==> src/rtl/trfp_pkg.sv <==
`timescale 1ns / 1ps

package trfp_pkg;

  // Frame layout.
  localparam int PAYLOAD_LEN = 20;
  localparam int END_POS     = 21;
  localparam int NUM_TARGETS = 4;
  localparam int TARGET_LEN  = 5;

  localparam int POS_W = 5;
  localparam int IDX_W = 5;

  // Configuration register indexes and reset values.
  localparam int CFG_INDEX_W = 2;
  localparam logic [CFG_INDEX_W-1:0] REG_START_MARKER = 2'd0;
  localparam logic [CFG_INDEX_W-1:0] REG_END_MARKER   = 2'd1;
  localparam logic [7:0] START_MARKER_RESET = 8'hFF;
  localparam logic [7:0] END_MARKER_RESET   = 8'hFE;

  // Operation that the front end hands to the back end.
  typedef enum logic {
    OP_STORE = 1'b0,
    OP_EMIT  = 1'b1
  } op_kind_t;

  typedef struct packed {
    op_kind_t         kind;
    logic [IDX_W-1:0] idx;
    logic [7:0]       data;
  } op_t;

  // Status of the front end, watched by the top level.
  typedef struct packed {
    logic [POS_W-1:0] pos;
    logic             push;
  } front_stat_t;

  typedef struct packed {
    logic [7:0]  visible;
    logic [15:0] heading;
    logic [15:0] range;
  } target_t;

  typedef target_t [NUM_TARGETS-1:0] result_t;

endpackage

==> src/rtl/target_report_frame_parser.sv <==
`timescale 1ns / 1ps

// Target report frame parser.
// The input channel (in_valid, in_ready, rx_byte) takes one received byte per
// transfer. A start marker opens a 22-byte frame: 20 payload bytes for four
// targets, then an end byte. A frame whose end byte equals the end marker
// yields one transfer on the output channel (out_valid, out_ready) carrying
// visibility, heading and range for all four targets; any other frame yields
// nothing. The configuration channel (cfg_valid, cfg_ready, cfg_index,
// cfg_data) writes the start marker (index 0) and end marker (index 1); it is
// always ready. The user must write it only while the parser is idle; the
// block itself does not enforce this. Throughput is one byte per cycle while
// in_ready is high, set by the byte position counter in the front end. The
// end operation enters the queue at the end byte transfer and moves into the
// output register once that register is free, behind any queued stores.
// Reset clears the position to hunting, restores the markers to 0xFF and
// 0xFE, empties the queue and drops the output valid flag. When the receiver
// stalls, payload stores keep draining; a pending result holds the end
// operation in the queue, and in_ready drops once the queue is full.
module target_report_frame_parser #(
  parameter int QUEUE_DEPTH = 2
) (
  input  logic        clk,
  input  logic        rst,
  input  logic        in_valid,
  output logic        in_ready,
  input  logic [7:0]  rx_byte,
  output logic        out_valid,
  input  logic        out_ready,
  output logic [7:0]  obj0_visible,
  output logic [15:0] obj0_heading,
  output logic [15:0] obj0_range,
  output logic [7:0]  obj1_visible,
  output logic [15:0] obj1_heading,
  output logic [15:0] obj1_range,
  output logic [7:0]  obj2_visible,
  output logic [15:0] obj2_heading,
  output logic [15:0] obj2_range,
  output logic [7:0]  obj3_visible,
  output logic [15:0] obj3_heading,
  output logic [15:0] obj3_range,
  input  logic        cfg_valid,
  output logic        cfg_ready,
  input  logic [trfp_pkg::CFG_INDEX_W-1:0] cfg_index,
  input  logic [7:0]  cfg_data
);

  logic                  start_marker;
  logic [7:0]            start_reg;
  logic [7:0]            end_reg;
  logic                  q_ready;
  logic                  q_valid;
  logic                  q_pop;
  trfp_pkg::op_t         push_op;
  trfp_pkg::op_t         head_op;
  trfp_pkg::front_stat_t fstat;
  trfp_pkg::result_t     result;

  assign cfg_ready    = 1'b1;
  assign start_marker = cfg_valid && (cfg_index == trfp_pkg::REG_START_MARKER);

  // Configuration registers.
  always_ff @(posedge clk) begin
    if (rst) begin
      start_reg <= trfp_pkg::START_MARKER_RESET;
      end_reg   <= trfp_pkg::END_MARKER_RESET;
    end else if (cfg_valid) begin
      if (start_marker) begin
        start_reg <= cfg_data;
      end
      if (cfg_index == trfp_pkg::REG_END_MARKER) begin
        end_reg <= cfg_data;
      end
    end
  end

  trfp_front u_front (
    .clk          (clk),
    .rst          (rst),
    .in_valid     (in_valid),
    .in_ready     (in_ready),
    .rx_byte      (rx_byte),
    .start_marker (start_reg),
    .end_marker   (end_reg),
    .queue_ready  (q_ready),
    .op           (push_op),
    .stat         (fstat)
  );

  trfp_queue #(
    .DEPTH (QUEUE_DEPTH)
  ) u_queue (
    .clk     (clk),
    .rst     (rst),
    .push    (fstat.push),
    .push_op (push_op),
    .ready   (q_ready),
    .pop     (q_pop),
    .valid   (q_valid),
    .pop_op  (head_op)
  );

  trfp_back u_back (
    .clk       (clk),
    .rst       (rst),
    .op_valid  (q_valid),
    .op        (head_op),
    .op_pop    (q_pop),
    .out_valid (out_valid),
    .out_ready (out_ready),
    .result    (result)
  );

  // Result fields to ports.
  assign obj0_visible = result[0].visible;
  assign obj0_heading = result[0].heading;
  assign obj0_range   = result[0].range;
  assign obj1_visible = result[1].visible;
  assign obj1_heading = result[1].heading;
  assign obj1_range   = result[1].range;
  assign obj2_visible = result[2].visible;
  assign obj2_heading = result[2].heading;
  assign obj2_range   = result[2].range;
  assign obj3_visible = result[3].visible;
  assign obj3_heading = result[3].heading;
  assign obj3_range   = result[3].range;

  // The byte position never leaves the frame range.
  a_pos_range: assert property (@(posedge clk) disable iff (rst)
    fstat.pos <= trfp_pkg::POS_W'(trfp_pkg::END_POS))
    else $error("byte position out of range");

  // An end operation taken from the queue always produces a valid result.
  a_emit_valid: assert property (@(posedge clk) disable iff (rst)
    q_pop && (head_op.kind == trfp_pkg::OP_EMIT) |=> out_valid)
    else $error("emit did not raise out_valid");

  // The back end only takes operations that are present.
  a_pop_valid: assert property (@(posedge clk) disable iff (rst)
    q_pop |-> q_valid)
    else $error("pop from empty queue");

  // A pending result is not overwritten by a new frame.
  a_no_overwrite: assert property (@(posedge clk) disable iff (rst)
    out_valid && !out_ready |-> !(q_pop && (head_op.kind == trfp_pkg::OP_EMIT)))
    else $error("result overwritten while stalled");

endmodule

==> src/rtl/trfp_front.sv <==
`timescale 1ns / 1ps

module trfp_front (
  input  logic                clk,
  input  logic                rst,
  input  logic                in_valid,
  output logic                in_ready,
  input  logic [7:0]          rx_byte,
  input  logic [7:0]          start_marker,
  input  logic [7:0]          end_marker,
  input  logic                queue_ready,
  output trfp_pkg::op_t       op,
  output trfp_pkg::front_stat_t stat
);

  logic [trfp_pkg::POS_W-1:0] pos;
  logic [trfp_pkg::POS_W-1:0] pos_next;
  logic                       take;
  logic                       push;

  assign in_ready = queue_ready;
  assign take     = in_valid && queue_ready;

  // Classify the byte by its place in the frame.
  always_comb begin
    pos_next = pos;
    push     = 1'b0;
    op.kind  = trfp_pkg::OP_STORE;
    op.idx   = pos - trfp_pkg::POS_W'(1);
    op.data  = rx_byte;
    if (pos >= trfp_pkg::POS_W'(1) && pos <= trfp_pkg::POS_W'(trfp_pkg::PAYLOAD_LEN)) begin
      push     = take;
      pos_next = pos + trfp_pkg::POS_W'(1);
    end else if (pos == trfp_pkg::POS_W'(trfp_pkg::END_POS)) begin
      op.kind  = trfp_pkg::OP_EMIT;
      push     = take && (rx_byte == end_marker);
      pos_next = '0;
    end else begin
      // Hunting; stray positions are treated the same way.
      pos_next = (rx_byte == start_marker) ? trfp_pkg::POS_W'(1) : '0;
    end
  end

  // Byte position counter.
  always_ff @(posedge clk) begin
    if (rst) begin
      pos <= '0;
    end else if (take) begin
      pos <= pos_next;
    end
  end

  assign stat.pos  = pos;
  assign stat.push = push;

endmodule

==> src/rtl/trfp_queue.sv <==
`timescale 1ns / 1ps

module trfp_queue #(
  parameter int DEPTH = 2
) (
  input  logic          clk,
  input  logic          rst,
  input  logic          push,
  input  trfp_pkg::op_t push_op,
  output logic          ready,
  input  logic          pop,
  output logic          valid,
  output trfp_pkg::op_t pop_op
);

  localparam int PTR_W = (DEPTH > 1) ? $clog2(DEPTH) : 1;
  localparam int CNT_W = $clog2(DEPTH + 1);

  trfp_pkg::op_t    slots [DEPTH];
  logic [PTR_W-1:0] wr_ptr;
  logic [PTR_W-1:0] rd_ptr;
  logic [CNT_W-1:0] count;

  assign ready  = (count != CNT_W'(DEPTH));
  assign valid  = (count != '0);
  assign pop_op = slots[rd_ptr];

  // Storage needs no reset.
  always_ff @(posedge clk) begin
    if (push) begin
      slots[wr_ptr] <= push_op;
    end
  end

  // Pointers and fill count.
  always_ff @(posedge clk) begin
    if (rst) begin
      wr_ptr <= '0;
      rd_ptr <= '0;
      count  <= '0;
    end else begin
      if (push) begin
        wr_ptr <= (wr_ptr == PTR_W'(DEPTH - 1)) ? '0 : wr_ptr + PTR_W'(1);
      end
      if (pop) begin
        rd_ptr <= (rd_ptr == PTR_W'(DEPTH - 1)) ? '0 : rd_ptr + PTR_W'(1);
      end
      if (push && !pop) begin
        count <= count + CNT_W'(1);
      end else if (pop && !push) begin
        count <= count - CNT_W'(1);
      end
    end
  end

endmodule

==> src/rtl/trfp_back.sv <==
`timescale 1ns / 1ps

module trfp_back (
  input  logic              clk,
  input  logic              rst,
  input  logic              op_valid,
  input  trfp_pkg::op_t     op,
  output logic              op_pop,
  output logic              out_valid,
  input  logic              out_ready,
  output trfp_pkg::result_t result
);

  logic [7:0] staging [trfp_pkg::PAYLOAD_LEN];
  logic       emit;
  logic       store;

  // Stores never wait; an emit waits for a free output register.
  assign op_pop = op_valid &&
                  ((op.kind == trfp_pkg::OP_STORE) || !out_valid || out_ready);
  assign emit   = op_pop && (op.kind == trfp_pkg::OP_EMIT);
  assign store  = op_pop && (op.kind == trfp_pkg::OP_STORE);

  // Payload staging, one entry per payload byte.
  always_ff @(posedge clk) begin
    if (store) begin
      staging[op.idx] <= op.data;
    end
  end

  // Result register: gather the four targets at the end byte.
  always_ff @(posedge clk) begin
    if (emit) begin
      for (int t = 0; t < trfp_pkg::NUM_TARGETS; t++) begin
        result[t].visible <= staging[t * trfp_pkg::TARGET_LEN];
        result[t].heading <= {staging[t * trfp_pkg::TARGET_LEN + 2],
                              staging[t * trfp_pkg::TARGET_LEN + 1]};
        result[t].range   <= {staging[t * trfp_pkg::TARGET_LEN + 4],
                              staging[t * trfp_pkg::TARGET_LEN + 3]};
      end
    end
  end

  // Output valid flag.
  always_ff @(posedge clk) begin
    if (rst) begin
      out_valid <= 1'b0;
    end else if (emit) begin
      out_valid <= 1'b1;
    end else if (out_ready) begin
      out_valid <= 1'b0;
    end
  end

endmodule

==> config.mk <==
export PLATFORM = sky130hd
export DESIGN_NAME = target_report_frame_parser
export DESIGN_NICKNAME = d
export VERILOG_FILES = /design/src/rtl/trfp_pkg.sv /design/src/rtl/target_report_frame_parser.sv /design/src/rtl/trfp_front.sv /design/src/rtl/trfp_queue.sv /design/src/rtl/trfp_back.sv
export SDC_FILE = /design/constraint.sdc
export NUM_CORES = 1
export LEC_CHECK = 0
export BUFFER_PORTS_ARGS = -buffer_cell sky130_fd_sc_hd__clkbuf_2
export CORE_UTILIZATION = 50
export CTS_CLUSTER_DIAMETER = 120
export DETAILED_ROUTE_END_ITERATION = 7
export PLACE_DENSITY_LB_ADDON = 0.1
export REMOVE_ABC_BUFFERS = 1
export SKIP_LAST_GASP = 1
export SLEW_MARGIN = 0
export SYNTH_ARGS = -nofsm -noshare
export SYNTH_HDL_FRONTEND = slang
export SYNTH_SLANG_ARGS = --single-unit
==> constraint.sdc <==
create_clock -name clk -period 7.2 [get_ports clk]
set_input_delay 0 -clock clk [delete_from_list [all_inputs] [get_ports clk]]
set_output_delay 0 -clock clk [all_outputs]
set_load 0.05 [all_outputs]
# After elaboration in Yosys (flattened, before gate mapping)
# Memories as Yosys holds them, arrays and structs flattened. A register that Yosys moved wholly into a read port is not among the register bits.
# Index checks and enable logic that the tools add are counted.
# classes
add_sub_neg	6
order_cmp	2
eq_ne	5
muxes	19
bitwise_logic	1
n_reduce_logical	20
# op_table
operator	count
$eq 8x8->1	2
$mux 1	15
$mux 5	2
$logic_and 1x1->1	9
$reduce_bool 2->1	3
$add 5x1->5 const B	1
$eq 5x5->1 const B	1
$ge 5x1->1 const B	1
$le 5x5->1 const B	1
$sub 5x1->5 const B	1
$mux 2	2
$reduce_and 2->1	2
$logic_not 1->1	3
$add 1x1->1 const B	2
$add 2x1->2 const B	1
$eq 2x1->1 const B	1
$logic_not 2->1	1
$logic_or 1x1->1	2
$ne 2x2->1 const B	1
$sub 2x1->2 const B	1
$not 1->1	1
# totals
reg_bits	26
ramBits	188
inputBits	23
output_inout_bits	163
word_cells	62
n_memories	2
# mem_list
name	words	word_bits	read_ports	rd_ports_with_merged_regs	write_ports	line_no	rtl
u_back.staging	20	8	20	20	1	trfp_back.sv:14	logic [7:0] staging [trfp_pkg::PAYLOAD_LEN];
u_queue.slots	2	14	1	1	1	trfp_queue.sv:19	trfp_pkg::op_t slots [DEPTH];

# Depth between registers and ports, before layout
# Gate-level depths: netlist of run 1.
# depth
depth_word	9
depth_mapped	11

# Modules after synthesis
# A second synthesis of run 1 with hierarchy kept.
# hier_totals
cells_unflattened	573
hier_area_um2	12354.3
# by_module_without_submodules
module	n_inst	cells_each	area_per_inst_um2	seq_area_each_um2
trfp_back	1	356	9821.9	9629.2
trfp_queue	1	65	1213.7	940.9
trfp_front	1	86	665.6	100.1
target_report_frame_parser	1	66	653.1	320.3

# Least setup slack after synthesis of run 1
# OpenSTA, ideal clock, no wires.
# synth_timing
kind	register to register
start	reg u_back.out_valid
end	reg obj0_heading[0] (netlist name)
arrival_time_ns	7.405
required_ns	6.518
slack_ns	-0.886
stages_incl_launch_ff	4
period_less_slack_ns	8.086
path_cell_list	dfxtp_1 nand2b_1 o21ai_0 nor2_1
# synth_between
elab_chain_len	5
# synth_rtl
element	line_no	rtl
from (decl)	trfp_back.sv:9	output logic out_valid,
from (signal assigned)	trfp_back.sv:47	out_valid <= 1'b0;
from (signal assigned)	trfp_back.sv:49	out_valid <= 1'b1;
from (signal assigned)	trfp_back.sv:51	out_valid <= 1'b0;
$logic_not 1->1	trfp_back.sv:20	((op.kind == trfp_pkg::OP_STORE) || !out_valid || out_ready);
$logic_or 1x1->1 (2 in a row)	trfp_back.sv:20	
$logic_and 1x1->1	trfp_back.sv:19	assign op_pop = op_valid &&
$logic_and 1x1->1	trfp_back.sv:21	assign emit = op_pop && (op.kind == trfp_pkg::OP_EMIT);
named net u_back.emit	trfp_back.sv:15	logic emit;
# The timed path passes the listed nets, and every way through them passes these cells.
# A chain may end at the register's enable or synchronous reset.

==> results of run 1 <==
==> worst max path at each step <==
| stage | cells after the start | endpoint | slack [ns] | from |
|---|---|---|---|---|
| after detailed placement | 4 | u_back.staging[0][4]$_DFFE_PP_ | 4.23 | flip-flop |
| after floorplan | 2 | obj0_heading[0]$_DFFE_PP_ | -1.12 | flip-flop |
| after global routing | 4 | u_back.staging[16][4]$_DFFE_PP_ | 3.96 | flip-flop |
| after CTS | 4 | u_back.staging[16][4]$_DFFE_PP_ | 4.22 | flip-flop |
| final | 4 | u_back.staging[16][1]$_DFFE_PP_ | 4.23 | flip-flop |
| after global placement | 4 | u_back.staging[0][4]$_DFFE_PP_ | 4.35 | flip-flop |
==> Yosys cell counts (all sizes together) <==
| cell type | n | area (µm²) |
|---|---|---|
| dfxtp | 27 | 541 |
| and3b | 1 | 8.76 |
| buf | 6 | 53.8 |
| conb | 1 | 3.75 |
| xnor2 | 9 | 78.8 |
| mux2i | 2 | 20.0 |
| a2111oi | 1 | 8.76 |
| nand2 | 35 | 134 |
| o311ai | 1 | 8.76 |
| o22ai | 2 | 12.5 |
| inv | 7 | 26.3 |
| ha | 5 | 62.6 |
| o31ai | 1 | 7.51 |
| nor2 | 30 | 113 |
| a21oi | 9 | 48.8 |
| mux2 | 9 | 101 |
| nor3b | 4 | 35.0 |
| o21ai | 7 | 35.0 |
| or3 | 2 | 12.5 |
| nand3b | 9 | 67.6 |
| nand4b | 1 | 8.76 |
| edfxtp | 348 | 10500 |
| o32ai | 2 | 17.5 |
| o21a | 2 | 15.0 |
| nand2b | 5 | 31.3 |
| a21o | 1 | 15.0 |
| nand4 | 4 | 25.0 |
| or4 | 1 | 7.51 |
| xor2 | 13 | 114 |
| nand3 | 5 | 25.0 |
| clkbuf | 5 | 18.8 |
| a31oi | 2 | 12.5 |
| a211o | 8 | 70.1 |
| nor2b | 9 | 56.3 |
| nor3 | 7 | 46.3 |
| a211oi | 1 | 7.51 |
| nor4 | 1 | 6.26 |
==> through the flow <==
step           TNS (ns)  worst slack [ns]  util [%]
2_1_floorplan   -179.50             -1.12         -
3_3_place_gp          0              4.35      56.1
3_5_place_dp          0              4.23      56.1
4_1_cts               0              4.22      62.1
5_1_grt               0              3.96      62.1
6_report              0              4.23      62.1
==> power by group <==
group,internal [µW],switching [µW]
clock network,1100,754
logic,202,1010
registers,2680,105
total,3980,1870
==> worst reg2reg max path, cell delays in order, from the launching register on <==
cell and delay, ns:
dfxtp_1 0.88, mux2i_1 0.51, o21a_1 0.26, o21ai_0 0.34, nor2_1 0.62
==> cell families (layout without fill, tap and decap cells) <==
family | count (synthesis) | after routing | share of synthesized area [%]
adders and majority gates | 5 | 5 | 0.508
other | 1 | 1 | 0.0305
muxes | 11 | 11 | 0.986
DFF | 375 | 375 | 89.3
xor gates and xnor gates | 22 | 22 | 1.57
buffers and inverters | 18 | 284 | 0.803
and+or+nand+nor | 114 | 114 | 4.69
AOI/OAI and AO/OA | 37 | 37 | 2.10
==> per-layer routing <==
metal  up-vias  wire length [µm]  track usage, %
li1       2722                 -               -
met1      2891              9880            25.0
met2       187             11100            29.6
met3        28              1250            4.00
met4         0               348            5.73
met5         -                 0               0
==> final cells by class <==
class,count,share of cell area [%]
Tap cell,324,2.69
Clock buffer,51,6.98
Clock inverter,14,0.906
Timing Repair Buffer,212,8.03
Inverter,7,0.175
Sequential cell,375,73.0
Multi-Input combinational cell,190,8.17
==> metrics, run 1 <==
Max VDD drop 0.000196 V; CP max-delay cell dfxtp_1; CTS buffer count 38; critical path's top delay family flip-flops; Yosys reg bits between 300 and 400; drt pass-1 iters 4; Core Area about 24,000 µm²; vias post-DR 5,828; WP data required around 7.4 ns; area of the mapped netlist 12,300 µm²; fin cells 1,173; Fill cells 1,771; final worst path period need 2.97 ns; GRT overflow 0; PwrDens between 300 and 400 nW/µm²; clock skew around 0.013 ns; CTS tree done; reg2reg setup slack between 4 and 5 ns; max FFs per register between 150 and 200; leakage 0.00522 µW; Row Count 57; initial antenna violation count 0; Setup Buffers After CTS 0; Fmax 0.337 GHz; drc violations 0; Ys Warns 0; Die Span X about 160 µm; WL final 22,500 µm; # resized after CTS 0; largest net degree at the start of global routing 161; area taken by flip-flops and latches roughly 11,000 µm²; remaining antenna violation count 0; mean area per synthesized cell 21.1 µm²; Hold WC Path Type in2reg; Final Cycle Share 41.2%; Critical Path AT 3.12 ns; largest registers u_back.staging: 160 flops, u_queue.slots: 28 flops; Mapped Cells 583; gpl congestion 0.799; Vias/cell 4.97; CTS Hold Buffers Added 26; worst hold margin 0.0246 ns; Final Hold Viols 0; end of the worst hold path u_queue.count[0]$_SDFFE_PP0P_; initial cell density of the core 50.7%; global-route wire length before repair 34,300 µm; # clock sinks 375; layout cells sized above 1 29.9%; Iter 0 DRT Violations 389; R2R Path End u_back.staging[16][1]$_DFFE_PP_; Final Setup Violations 0; Longest Clk Path Bufs 3; final net count 852; die height 159 µm; Worst-Skew Late Latency 0.52 ns; CTS H-tree lvls 2; Slew HR between 30% and 40%; wire length per cell between 15 and 20 µm; antenna cells 0; commonest non-fill, non-tap cells in the layout edfxtp_1, clkbuf_2, clkbuf_16; Power Total 5850 µW; Worst Tran Pin Value 1.04 ns; crit-path cells mux2i_1 -> o21a_1 -> o21ai_0 -> nor2_1; Worst-path clk slew 0.06 ns; post-synthesis sequential area ratio ~90%; final instance area 15,000 µm²; Worst Path Buf+Inv 0; max-slew violations 0; Global Route Usage Sum a little under a fifth; Ports 186; hold path start rst; CP peak stage delay 0.88 ns; Buffers on Ports between 150 and 200; Largest Register u_back.staging; Worst R2R Path Depth 4; DP Area 13,600 µm²; Synth cell types 43; most common cell after layout, fill and taps aside edfxtp_1; hold depth 2; clock root cell clkbuf_16; vias in the first global route 5,931; Area Growth Syn to Fin 22.3%; CP Capture Type flip-flop; Inst Count DP 1,082; CP startpoint kind flip-flop; critical path class reg2reg; status completed; HPWL after DPL about 14,000 µm; full die area around 25,000 µm²; Multi-input gate area 1230 µm²; max_cap viols 0; Max FO, Critical Path 23; unrepaired setup endpoints after global routing no
(Power assumes the default switching activity.)
==> run 2, diff against run 1 <==
==> constraint.sdc (replaced) <==
create_clock -name clk -period 2.8 [get_ports clk]
set_input_delay 0 -clock clk [delete_from_list [all_inputs] [get_ports clk]]
set_output_delay 0 -clock clk [all_outputs]
set_load 0.05 [all_outputs]
==> run 2 against run 1 <==
  * Worst setup slack got worse by 3.9 ns
  * Cell count up 0.60%
  * Sequential power rose to 2.5 times the previous value
  * Non-clock buffer count up 6
  * Register-to-register slack got worse by 3.9 ns
  * Via count increased by 1.6%
  * Total power grew to 2.5 times the previous value
  * Sequential cell count is the same
  * Critical path depth is 6 higher
  * Critical endpoint is now u_queue.count[1]$_SDFFE_PP0P_
  * First-iteration DRC count shrank 1.8%
==> metrics, run 2 (synthesis results as in run 1) <==
status completed; Max FO, Critical Path 8; drt pass-1 iters 5; leakage 0.00522 µW; Vias/cell 5.02; most common cell after layout, fill and taps aside edfxtp_1; Inst Count DP roughly 1,100; Critical path origin u_front.pos[0]$_SDFFE_PP0P_; clock skew 0.0220 ns; drc violations 0; vias in the first global route 5,960; CTS tree done; Final Cycle Share between 80% and 90%; gpl congestion 0.822; # clock sinks 375; Fmax 0.398 GHz; Worst Tran Pin Value 0.897 ns; Worst-path clk slew around 0.060 ns; vias post-DR 5,920; hold depth 4; unrepaired setup endpoints after global routing no; Global Route Usage Sum 18.1%; Area Growth Syn to Fin 21.8%; layout cells sized above 1 30.3%; full die area 25,200 µm²; Buffers on Ports 184; Largest Register u_back.staging; Ports 186; die height 159 µm; Hold WC Path Type in2reg; Slew HR roughly two fifths; Critical Path AT 2.94 ns; reg2reg setup slack 0.29 ns; Iter 0 DRT Violations about 380; Fin Setup TNS 0 ns; Power Total ~15,000 µW; initial antenna violation count 0; fin cells 1,180; final net count around 860; commonest non-fill, non-tap cells in the layout edfxtp_1, clkbuf_2, clkbuf_16; # resized after CTS 0; r2r startpoint u_front.pos[0]$_SDFFE_PP0P_; max FFs per register 160; CP startpoint kind flip-flop; end of the worst hold path start_reg[6]$_SDFFE_PP1P_; CP Capture Type flip-flop; antenna cells 0; CTS buffer count 37; remaining antenna violation count 0; WP data required 3.22 ns; Core Area between 20,000 and 25,000 µm²; Row Count between 50 and 60; PwrDens a little under 1000 nW/µm²; Final Hold Viols 0; hold path start cfg_index[1]; HPWL after DPL about 14,000 µm; Fill cells 1,774; Final Util 61.8%; wire length per cell 19.0 µm; Final Setup Violations 0; GRT overflow 0; max-slew violations 0; largest net degree at the start of global routing 70; Max VDD drop 0.000467 V; WL final 22,400 µm; final worst path period need ~2.5 ns; initial cell density of the core 50.7%; Worst-Skew Late Latency 0.51 ns; CTS H-tree lvls 2; Worst R2R Path Depth 10; R2R Path End u_queue.count[1]$_SDFFE_PP0P_; largest registers u_back.staging: 160 flops, u_queue.slots: 28 flops; Die Span X between 150 and 200 µm; critical path class reg2reg; global-route wire length before repair 34,400 µm; max_cap viols 0; clock root cell clkbuf_16; Longest Clk Path Bufs 3
run 2: changes by cell type in the layout (fill, tap and decap cells not counted), sizes merged:
cell,before,now
buf,2,12
clkinv,9,16
dlygate4sd3,26,22
bufinv,2,0
clkbuf,235,233
inv,9,7
run 2: worst max-delay path, cell delays in order, from the launching register on:
cell     delay, ns
dfxtp_1       0.46
inv_1         0.15
ha_1          0.24
inv_1         0.05
a21oi_1       0.10
a21o_4        0.28
a21oi_1       0.26
nor2_1        0.09
ha_1          0.32
or3_1         0.35
a21oi_1       0.14
run 2: power breakdown:
group	switching [µW]	internal [µW]	leakage (µW)
clock network	1910	2500	0.000528
logic	2670	538	0.00133
registers	206	6890	0.00336
total	4790	9920	0.00522
run 2: worst max-delay path by stage:
stage	to	cells after the start
finish	u_queue.count[1]$_SDFFE_PP0P_	10
global placement	u_queue.count[1]$_SDFFE_PP0P_	10
floorplan	obj0_heading[0]$_DFFE_PP_	2
detailed placement	u_queue.count[1]$_SDFFE_PP0P_	10
global route	u_queue.count[1]$_SDFFE_PP0P_	10
CTS	u_queue.count[1]$_SDFFE_PP0P_	10
run 2: cell type report:
| cell class | count | area, µm² | area share [%] |
|---|---|---|---|
| timing repair buffer | 218 | 1260 | 8.38 |
| inverter | 7 | 26.3 | 0.175 |
| sequential | 375 | 11000 | 73.3 |
| clock inverter | 17 | 88.8 | 0.593 |
| multi-input combinational | 190 | 1230 | 8.20 |
| clock buffer | 49 | 992 | 6.62 |
| tap | 324 | 405 | 2.70 |
run 2: repair_timing:
action	CTS	global route
endpoints found under the hold margin	38	0
setup buffers	0	0
hold buffers	22	0
run 2: layer usage:
layer  global-route usage, %  share of wire, %  vias to the layer above
li1                        -                 -                     2730
met1                    24.1                43                     2966
met2                    30.4                50                      196
met3                    3.92               5.3                       28
met4                    4.94               1.6                        0
met5                       0                 0                        -
run 2: stage by stage:
stage | hold slack [ns] | area [µm²] | setup slack [ns]
CTS | 0.00455 | 15000 | 0.290
global placement | 0.223 | 13700 | 0.425
global route | 0.0358 | 15000 | 0.0685
finish | 0.0196 | 15000 | 0.287
detailed placement | 0.227 | 13700 | 0.316
floorplan | 0.0691 | 12200 | -5.52
==> run 3, diff against run 2 <==
--- a/config.mk
+++ b/config.mk
@@ -5,7 +5,9 @@
 export SDC_FILE = /design/constraint.sdc
 export NUM_CORES = 1
 export LEC_CHECK = 0
+export ABC_AREA = 1
 export BUFFER_PORTS_ARGS = -buffer_cell sky130_fd_sc_hd__clkbuf_2
+export CORE_MARGIN = 2
 export CORE_UTILIZATION = 50
 export CTS_CLUSTER_DIAMETER = 120
 export DETAILED_ROUTE_END_ITERATION = 7
==> constraint.sdc (replaced) <==
create_clock -name clk -period 2.9 [get_ports clk]
set_input_delay 0 -clock clk [delete_from_list [all_inputs] [get_ports clk]]
set_output_delay 0 -clock clk [all_outputs]
set_load 0.05 [all_outputs]
==> run 3 against run 2 <==
  * Hold slack improved by 0.092 ns
  * Sequential power rose by 4.2%
  * Maximum frequency rose by 7.1%
  * Clock power rose by 3%
  * Wire length rose by 1.5%
  * Synthesized cell count rose by 6.9%
  * Worst setup slack improved by 0.27 ns
  * Sequential share of layout area fell by 1.1 points
  * Register-to-register slack improved by 0.27 ns
  * Utilization rose by 0.94 points
  * Sequential cell count did not move
  * Critical endpoint is now u_queue.slots[0][7]$_DFFE_PP_
==> metrics, run 3 <==
status completed; clock root cell clkbuf_16; Mapped Cells 623; critical path class reg2reg; CP startpoint kind flip-flop; # resized after CTS 0; Longest Clk Path Bufs 3; commonest non-fill, non-tap cells in the layout edfxtp_1, clkbuf_2, nand2_1; metal3 WL approximately 1400 µm; met1 WL 9850 µm; reg2reg setup slack approximately 0.55 ns; Core Area 24,200 µm²; Row Count 57; Largest Register u_back.staging; Max FO, Critical Path 8; Yosys top cell area share a little under nine tenths; CTS buffer count 37; CTS tree done; area of the mapped netlist 12,300 µm²; largest registers u_back.staging: 160 flops, u_queue.slots: 28 flops; Max VDD drop approximately 0.00050 V; R2R Path End u_queue.slots[0][7]$_DFFE_PP_; WP data required just over 3 ns; Worst-Skew Late Latency ~0.52 ns; largest net degree at the start of global routing between 40 and 50; Setup Buffers After CTS 0; Fmax 0.426 GHz; CTS Hold Buffers Added 27; Final Util 62.8%; Synth cell types 32; Fin Setup TNS 0 ns; Ys Warns 0; full die area about 26,000 µm²; Worst-path clk slew 0.06 ns; remaining antenna violation count 0; leakage between 0.005 and 0.006 µW; CTS H-tree lvls 2; Hold WC Path Type in2reg; max_cap viols 0; Final Setup Violations 0; Synth area leader edfxtp_1; Critical Path AT ~2.6 ns; Power Total around 16,000 µW; r2r startpoint u_front.pos[1]$_SDFFE_PP0P_; Iter 0 DRT Violations 461; mean area per synthesized cell between 15 and 20 µm²; max-slew violations 0; die height 161 µm; # clock sinks 375; Slew HR 52.2%; clock skew 0.0189 ns; CP Capture Type flip-flop; Die Span X 161 µm; Global Route Usage Sum 17.7%; Area Growth Syn to Fin 23.9%; Worst R2R Path Depth 11; post-synthesis sequential area ratio 89.5%; Final Cycle Share between 80% and 90%; PwrDens about 1000 nW/µm²; GRT overflow 0; Final Hold Viols 0; initial cell density of the core between 50% and 60%; initial antenna violation count 0; count leader, synth edfxtp_1; final worst path period need 2.35 ns; top sig layer met4; gpl congestion 0.781; end of the worst hold path end_reg[2]$_SDFFE_PP1P_; drt pass-1 iters 4; HPWL after DPL 14,400 µm; Synth area leaders edfxtp_1, dfxtp_1, nand2_1, nor2_1, nand3_1; unrepaired setup endpoints after global routing no; max FFs per register 160; ys async rst share 0%; ys flop type edfxtp_1; Post-synth EDFFs between 300 and 400; WL met2 11,000 µm; layout cells sized above 1 30.7%; antenna cells 0; most common cell after layout, fill and taps aside edfxtp_1; vias in the first global route 5,947; final net count slightly above 900; Post-synth top cells edfxtp_1, nand2_1, nor2_1; Crit path top cell by count nand2_1; CP max-delay cell nor2_1; Buffers on Ports 184; Vias/cell 4.86; vias post-DR 6,031; Yosys reg bits 375; WL final 22,800 µm; CP peak stage delay 0.41 ns; drc violations 0; wire length per cell between 15 and 20 µm; crit-path cells inv_1 -> ha_1 -> nand3_1 -> nor2_1 -> nand2_1 -> nor2_1 -> nand2_1 -> nand2_1 -> nand2_1 -> nor2_1 -> buf_4; Ports roughly 190; hold path start cfg_valid; Worst Tran Pin Value about 0.71 ns; hold depth 6; global-route wire length before repair between 30,000 and 40,000 µm
[run 3: worst max-delay path by stage]
stage / to / startpoint
floorplan: obj0_heading[0]$_DFFE_PP_ / flip-flop
global placement: u_queue.slots[0][6]$_DFFE_PP_ / u_front.pos[1]$_SDFFE_PP0P_
detailed placement: u_queue.slots[0][5]$_DFFE_PP_ / u_front.pos[1]$_SDFFE_PP0P_
CTS: u_queue.slots[0][7]$_DFFE_PP_ / u_front.pos[1]$_SDFFE_PP0P_
global route: u_queue.slots[0][6]$_DFFE_PP_ / u_front.pos[1]$_SDFFE_PP0P_
finish: u_queue.slots[0][7]$_DFFE_PP_ / u_front.pos[1]$_SDFFE_PP0P_
[run 3: final cells by class]
cell class / count / area, µm²
repair buffers: 235 / 1420
flip-flops and latches: 375 / 11000
fillers: 1753 / 9030
multi-input cells: 204 / 1100
clock inverters: 22 / 204
inverters: 37 / 139
clock buffers: 45 / 956
well taps: 324 / 405
[run 3: layer usage]
metal  up-vias  track usage [%]
li1       2841                -
met1      2954             23.9
met2       198             29.4
met3        38             3.23
met4         0             5.93
met5         -                0
[run 3: per-stage QoR]
stage / cell area (µm²) / worst slack [ns] / hold WS, ns / std cells
floorplan: 12200 / -1.06 / 0.0691 / 616
global placement: 13800 / 0.612 / 0.218 / 1148
detailed placement: 13800 / 0.520 / 0.234 / 1148
CTS: 15200 / 0.503 / 0.0619 / 1242
global route: 15200 / 0.247 / 0.174 / 1242
finish: 15200 / 0.553 / 0.111 / 1242
[run 3: logic make-up after synthesis]
kind of cell / Yosys count / share of synthesized area, %
AOI/OAI and AO/OA: 33 / 1.58
xor gates and xnor gates: 12 / 0.856
adders and majority gates: 5 / 0.509
buffers and inverters: 44 / 1.54
DFF: 375 / 89.5
muxes: 10 / 0.998
other: 1 / 0.0305
and+or+nand+nor: 143 / 4.99
[run 3: worst max-delay path: cells and delay by family (launching register included)]
family	cells	cell delay [ns]
adder cells (fa/ha/maj)	1	0.22
AND/OR/NAND/NOR	8	1.06
flip-flops	1	0.36
buffers and inverters	2	0.40
[run 3: report_power, final]
| group | total [µW] | switching (µW) | internal, µW | leakage [µW] |
|---|---|---|---|---|
| combinational | 4010 | 3280 | 723 | 0.00159 |
| sequential | 7390 | 282 | 7110 | 0.00340 |
| clock | 4530 | 1890 | 2640 | 0.000564 |
